File: config.mk
export PLATFORM = sky130hd
export DESIGN_NAME = cmbt_ram
export DESIGN_NICKNAME = d
export VERILOG_FILES = /design/src/rtl/cmbt_ram.sv
export SDC_FILE = /design/constraint.sdc
export NUM_CORES = 2
export LEC_CHECK = 0
export BUFFER_PORTS_ARGS = -buffer_cell sky130_fd_sc_hd__buf_2
export CAP_MARGIN = 0
export CORE_UTILIZATION = 30
export CTS_BUF_LIST = sky130_fd_sc_hd__clkbuf_8
export DETAILED_ROUTE_END_ITERATION = 10
export PLACE_DENSITY = 0.42
export SLEW_MARGIN = 20
export SYNTH_ARGS = -nofsm -noshare
export SYNTH_HDL_FRONTEND = slang
export SYNTH_SLANG_ARGS = --single-unit
File: constraint.sdc
create_clock -name clock -period 3.8 [get_ports clock]
set_input_delay 0 -clock clock [delete_from_list [all_inputs] [get_ports clock]]
set_output_delay 0 -clock clock [all_outputs]
set_load 0.02 [all_outputs]
File: src/rtl/cmbt_ram.sv
// Generic single-write, single-read RAM with registered read data.
module cmbt_ram #(
   parameter int WIDTH = 8,
   parameter int DEPTH = 256
) (
   input  logic                     clock,
   input  logic                     we,
   input  logic [$clog2(DEPTH)-1:0] waddr,
   input  logic [WIDTH-1:0]         wdata,
   input  logic [$clog2(DEPTH)-1:0] raddr,
   output logic [WIDTH-1:0]         rdata
);
   logic [WIDTH-1:0] mem_ff [DEPTH];
   logic [WIDTH-1:0] rdata_ff;

   always_ff @(posedge clock) begin
      if (we) begin
         mem_ff[waddr] <= wdata;
      end
      rdata_ff <= mem_ff[raddr];
   end

   assign rdata = rdata_ff;
endmodule

## Yosys cells after proc, flatten, opt, wreduce, memory -nomap -nowiden

Memory sizes are Yosys's and may differ from the RTL's. A register that Yosys moved wholly into a read port is not among the register bits.
Cells that the tools add are included.

| storage, ports and cells | value |
|---|---|
| output and inout port bits | 8 |
| bits in writable memories | 2,048 |
| word-level logic and storage cells | 3 |
| bits in registers | 0 |
| input bits | 26 |
| memories kept | 1 |

Memory list:

| memory | words | bits a word | read ports | clocked after memory_dff | write ports | RTL line | RTL |
|---|---|---|---|---|---|---|---|
| mem_ff | 256 | 8 | 1 | 1 | 1 | 13 | `logic [WIDTH-1:0] mem_ff [DEPTH];` |

| cells by class | value |
|---|---|
| multiplexer cells | 2 |

Operators with widths:

| kind | number |
|---|---|
| $mux 1 | 2 |

## Longest topological paths before layout

| logic depth | value |
|---|---|
| word-level depth | 2 |
| depth in mapped cells | 11 |
| mapped depth without buffers | 6 |

## Worst setup path after synthesis

OpenSTA, ideal clock, no wires.

| timing path | value |
|---|---|
| path type | input to register |
| from | input port raddr[0] |
| to | register rdata_ff[2], in the netlist rdata[2], read port of mem_ff |
| arrival | 1.807 ns |
| path slack | 1.862 ns |
| stages on the path | 9 |
| library setup time | 0.131 ns |
| required time | 3.669 ns |
| buffers on the path | 4 |
| cell sequence | buf_6 buf_12 buf_8 buf_2 mux4_2 a22oi_1 a21oi_1 nor4_1 nor4_2 |

RTL lines:

| item | RTL line | RTL |
|---|---|---|
| from (decl) | 10 | `input logic [$clog2(DEPTH)-1:0] raddr,` |
| to (decl) | 14 | `logic [WIDTH-1:0] rdata_ff;` |

==> impl_metrics.yaml <==
run_status:
  status: "finished, final reports clean"
power_and_ir_drop:
  totalPowerFinal_uw: 46500
  seqPwrFrac_pct: 53.9
  peakVddDrop_mv: 0.406
  p_comb_share_pct: 5.6
  p_int_uw: 35700
  swShare_pct: 23.2
  power_density_nw_per_um2: 500
  p_sw_uw: 10800
  power_frac_clock_pct: 40.6
  power.leakage_uw: 0.0295
sta:
  hold_violations: 0
  hold_ws_ns: 0.0535
  slew_headroom_pct: 25.1
  period_share_pct: 88.0
  rsz0062_at_grt: "false"
  fmax_mhz: 299
  setup_viol: 0
  fin_skew_ns: 0.0495
  slew_violations: 0
  worst_slew_pin_slew_ns: 1.12
  finalWorstSetupSlack_ns: 0.455
  min_period_ns: 3.34
job:
  drv_cap: 0
global_route:
  grt_max_degree: 108
  overflow: 0
  grt_pass1_wl_um: 334000
  grt_pass1_vias: 42000
  antenna_found_initial: 14
  gr-usage-all-layers_pct: 17.8
layout:
  finalNonFillerCells: 8115
  multi_input_area_um2: 16600
  fin_area_um2: 93100
  syn_to_final_growth_pct: 17.1
  fin_nets: 4356
  ff_latch_area_um2: 61700
  layout-drive-gt1-share_pct: 29.2
  fill_cells: 24800
logic_synthesis:
  yosysSeqAreaShare_pct: 77.5
  synth_edf_count: 2048
  synth_seq_cells: 2056
  synthArstFlopShare_pct: 0
  synth_ff_type: "edfxtp_1"
  synth_top_cell_area_share_pct: 77.3
  ys_types: 55
  synth_top_area_cell: "edfxtp_1"
  synth_cells: 3733
  netlist_area_um2: 79600
  syn_area_per_cell_um2: 21.3
  syn-num-nets: 3759
  yosys-top-cells-area: "edfxtp_1, mux4_2, mux2i_1"
  yosysWarnings: 0
critical_path:
  cp.arrival_ns: 4.29
  end_kind: "flip-flop"
  crit_fanout: 1
  worstSetupPathType: "reg -> reg"
  cp-start-kind: "flip-flop"
  crit_required_ns: 4.74
cts:
  cts_sinks: 2056
  h-tree-depth: 5
  ctsHoldBuffers: 33
  post-cts-setup-buffers: 0
  clkLatencyLatePin_ns: 1.05
  clk_path_buf_depth: 4
  cts_tree: "done"
  root_buffer: "clkbuf_8"
  cts_resized: 0
  cts_buffers: 370
  clk_pin_slew_ns: 0.06
drt:
  first_pass_iters: 6
  routed_wl_um: 237000
  drc: 0
  vias: 40200
  viasPerCell: 4.95
  drt_iter0_markers: 3894
  routedWlPerCell_um: 29.2
  ant_nets: 0
floorplan:
  io_pins: 34
  fp.dieH_um: 517
  core_area_um2: 263000
  row_count: 188
  die_w_um: 517
  start_util_pct: 30.3
  die_area_um2: 267000
placement:
  place_inst: 7440
  placed_area_um2: 86300
  dpl.hpwl_um: 150000
  gp_congestion: 0.801
  dp_slack_ns: 0.391
  io_buffers: 33
worst_hold_path:
  hp-class: "in -> reg"
-- routing by layer --
metal / share of wire (%) / track usage [%] / vias up / routed length (um)
li1: - / - / 17000 / -
met1: 46 / 25.2 / 21800 / 108000
met2: 48 / 28.4 / 1100 / 113000
met3: 4.6 / 2.83 / 318 / 10900
met4: 1.9 / 4.33 / 2 / 4530
met5: 0.0034 / 0 / - / 8
-- critical path, cell delays in order, from the launching register on --
cell and delay, ns:
edfxtp_1 0.36, mux4_2 0.52, a22oi_1 0.37, a21oi_1 0.26, nor4_1 0.77, buf_4 0.30, nor4_1 0.06, dlygate4sd3_1 0.57
-- power by group through the flow --
stage / combinational [uW] / clock, uW / sequential (uW)
2_1_floorplan: 1210 / 0 / 25500
3_3_place_gp: 2580 / 0 / 25500
3_5_place_dp: 2600 / 0 / 25500
4_1_cts: 2640 / 19400 / 25100
5_1_grt: 2730 / 20400 / 25100
6_report: 2580 / 18900 / 25100
-- registers in the layout, indices dropped and copies added, names as in the netlist --
register / count
rdata: 8
mem_ff: 2048
-- final timing paths --
path / cells after the start / slack, ns / endpoint / startpoint
max: 7 / 0.46 / rdata[3] / mem_ff[147][3]
min: 2 / 0.05 / mem_ff[76][3] / wdata[3]
max reg2reg: 7 / 0.46 / rdata[3] / mem_ff[147][3]
min reg2reg: 5 / 1.14 / rdata[2] / mem_ff[19][2]
-- cells in the mapped netlist, types with 3 or more instances --
master    instances
o22ai_1          28
mux4_2          454
nand3_1          34
a22o_1            8
o21ai_0          10
nand2b_1          8
buf_1            22
buf_8            13
nor3_1           22
nand2_1          33
nor4_2            3
nor2_1          282
a22oi_1         133
buf_6            21
nor2b_1          31
o22a_1            5
and2_1            6
dfxtp_1           8
buf_4            27
mux2i_1         134
buf_12            8
o32ai_1           4
a21oi_1          96
clkbuf_1        111
buf_2            31
edfxtp_1       2048
a221oi_1         13
o211ai_1         10
or2_2             4
o221ai_1         46
a211oi_1         16
nand4_1          10
nor4_1           24
-- cell usage in the layout (no fill, tap or decap), types with 31 or more instances in the layout --
master	n
buf_12	35
clkinv_1	88
mux4_2	454
buf_4	359
mux2i_1	134
nor2_1	279
nand2_1	33
a21oi_1	96
clkinv_2	31
edfxtp_1	2048
dlygate4sd3_1	33
inv_1	118
a22oi_1	133
clkbuf_8	379
o221ai_1	46
-- stage by stage --
stage	setup TNS [ns]	util, %
global placement	-0.0349	32.8
CTS	0	35.4
floorplan	0	-
global route	0	35.4
finish	0	35.4
detailed placement	0	32.8
-- logic make-up after synthesis --
logic type	after synthesis	share of synthesized area [%]
muxes	591	14.6
AOI/OAI and AO/OA	385	3.42
buffers and inverters	235	1.83
DFF	2056	77.5
and+or+nand+nor	466	2.63
-- area by class of cell --
type / count / area share, %
antenna: 9 / 0.0242
tap: 3515 / 4.72
multi-input combinational: 1442 / 17.8
sequential: 2056 / 66.2
timing repair buffer: 458 / 4.28
inverter: 2 / 0.00806
clock buffer: 379 / 5.60
clock inverter: 254 / 1.37
(Power assumes the default switching activity.)
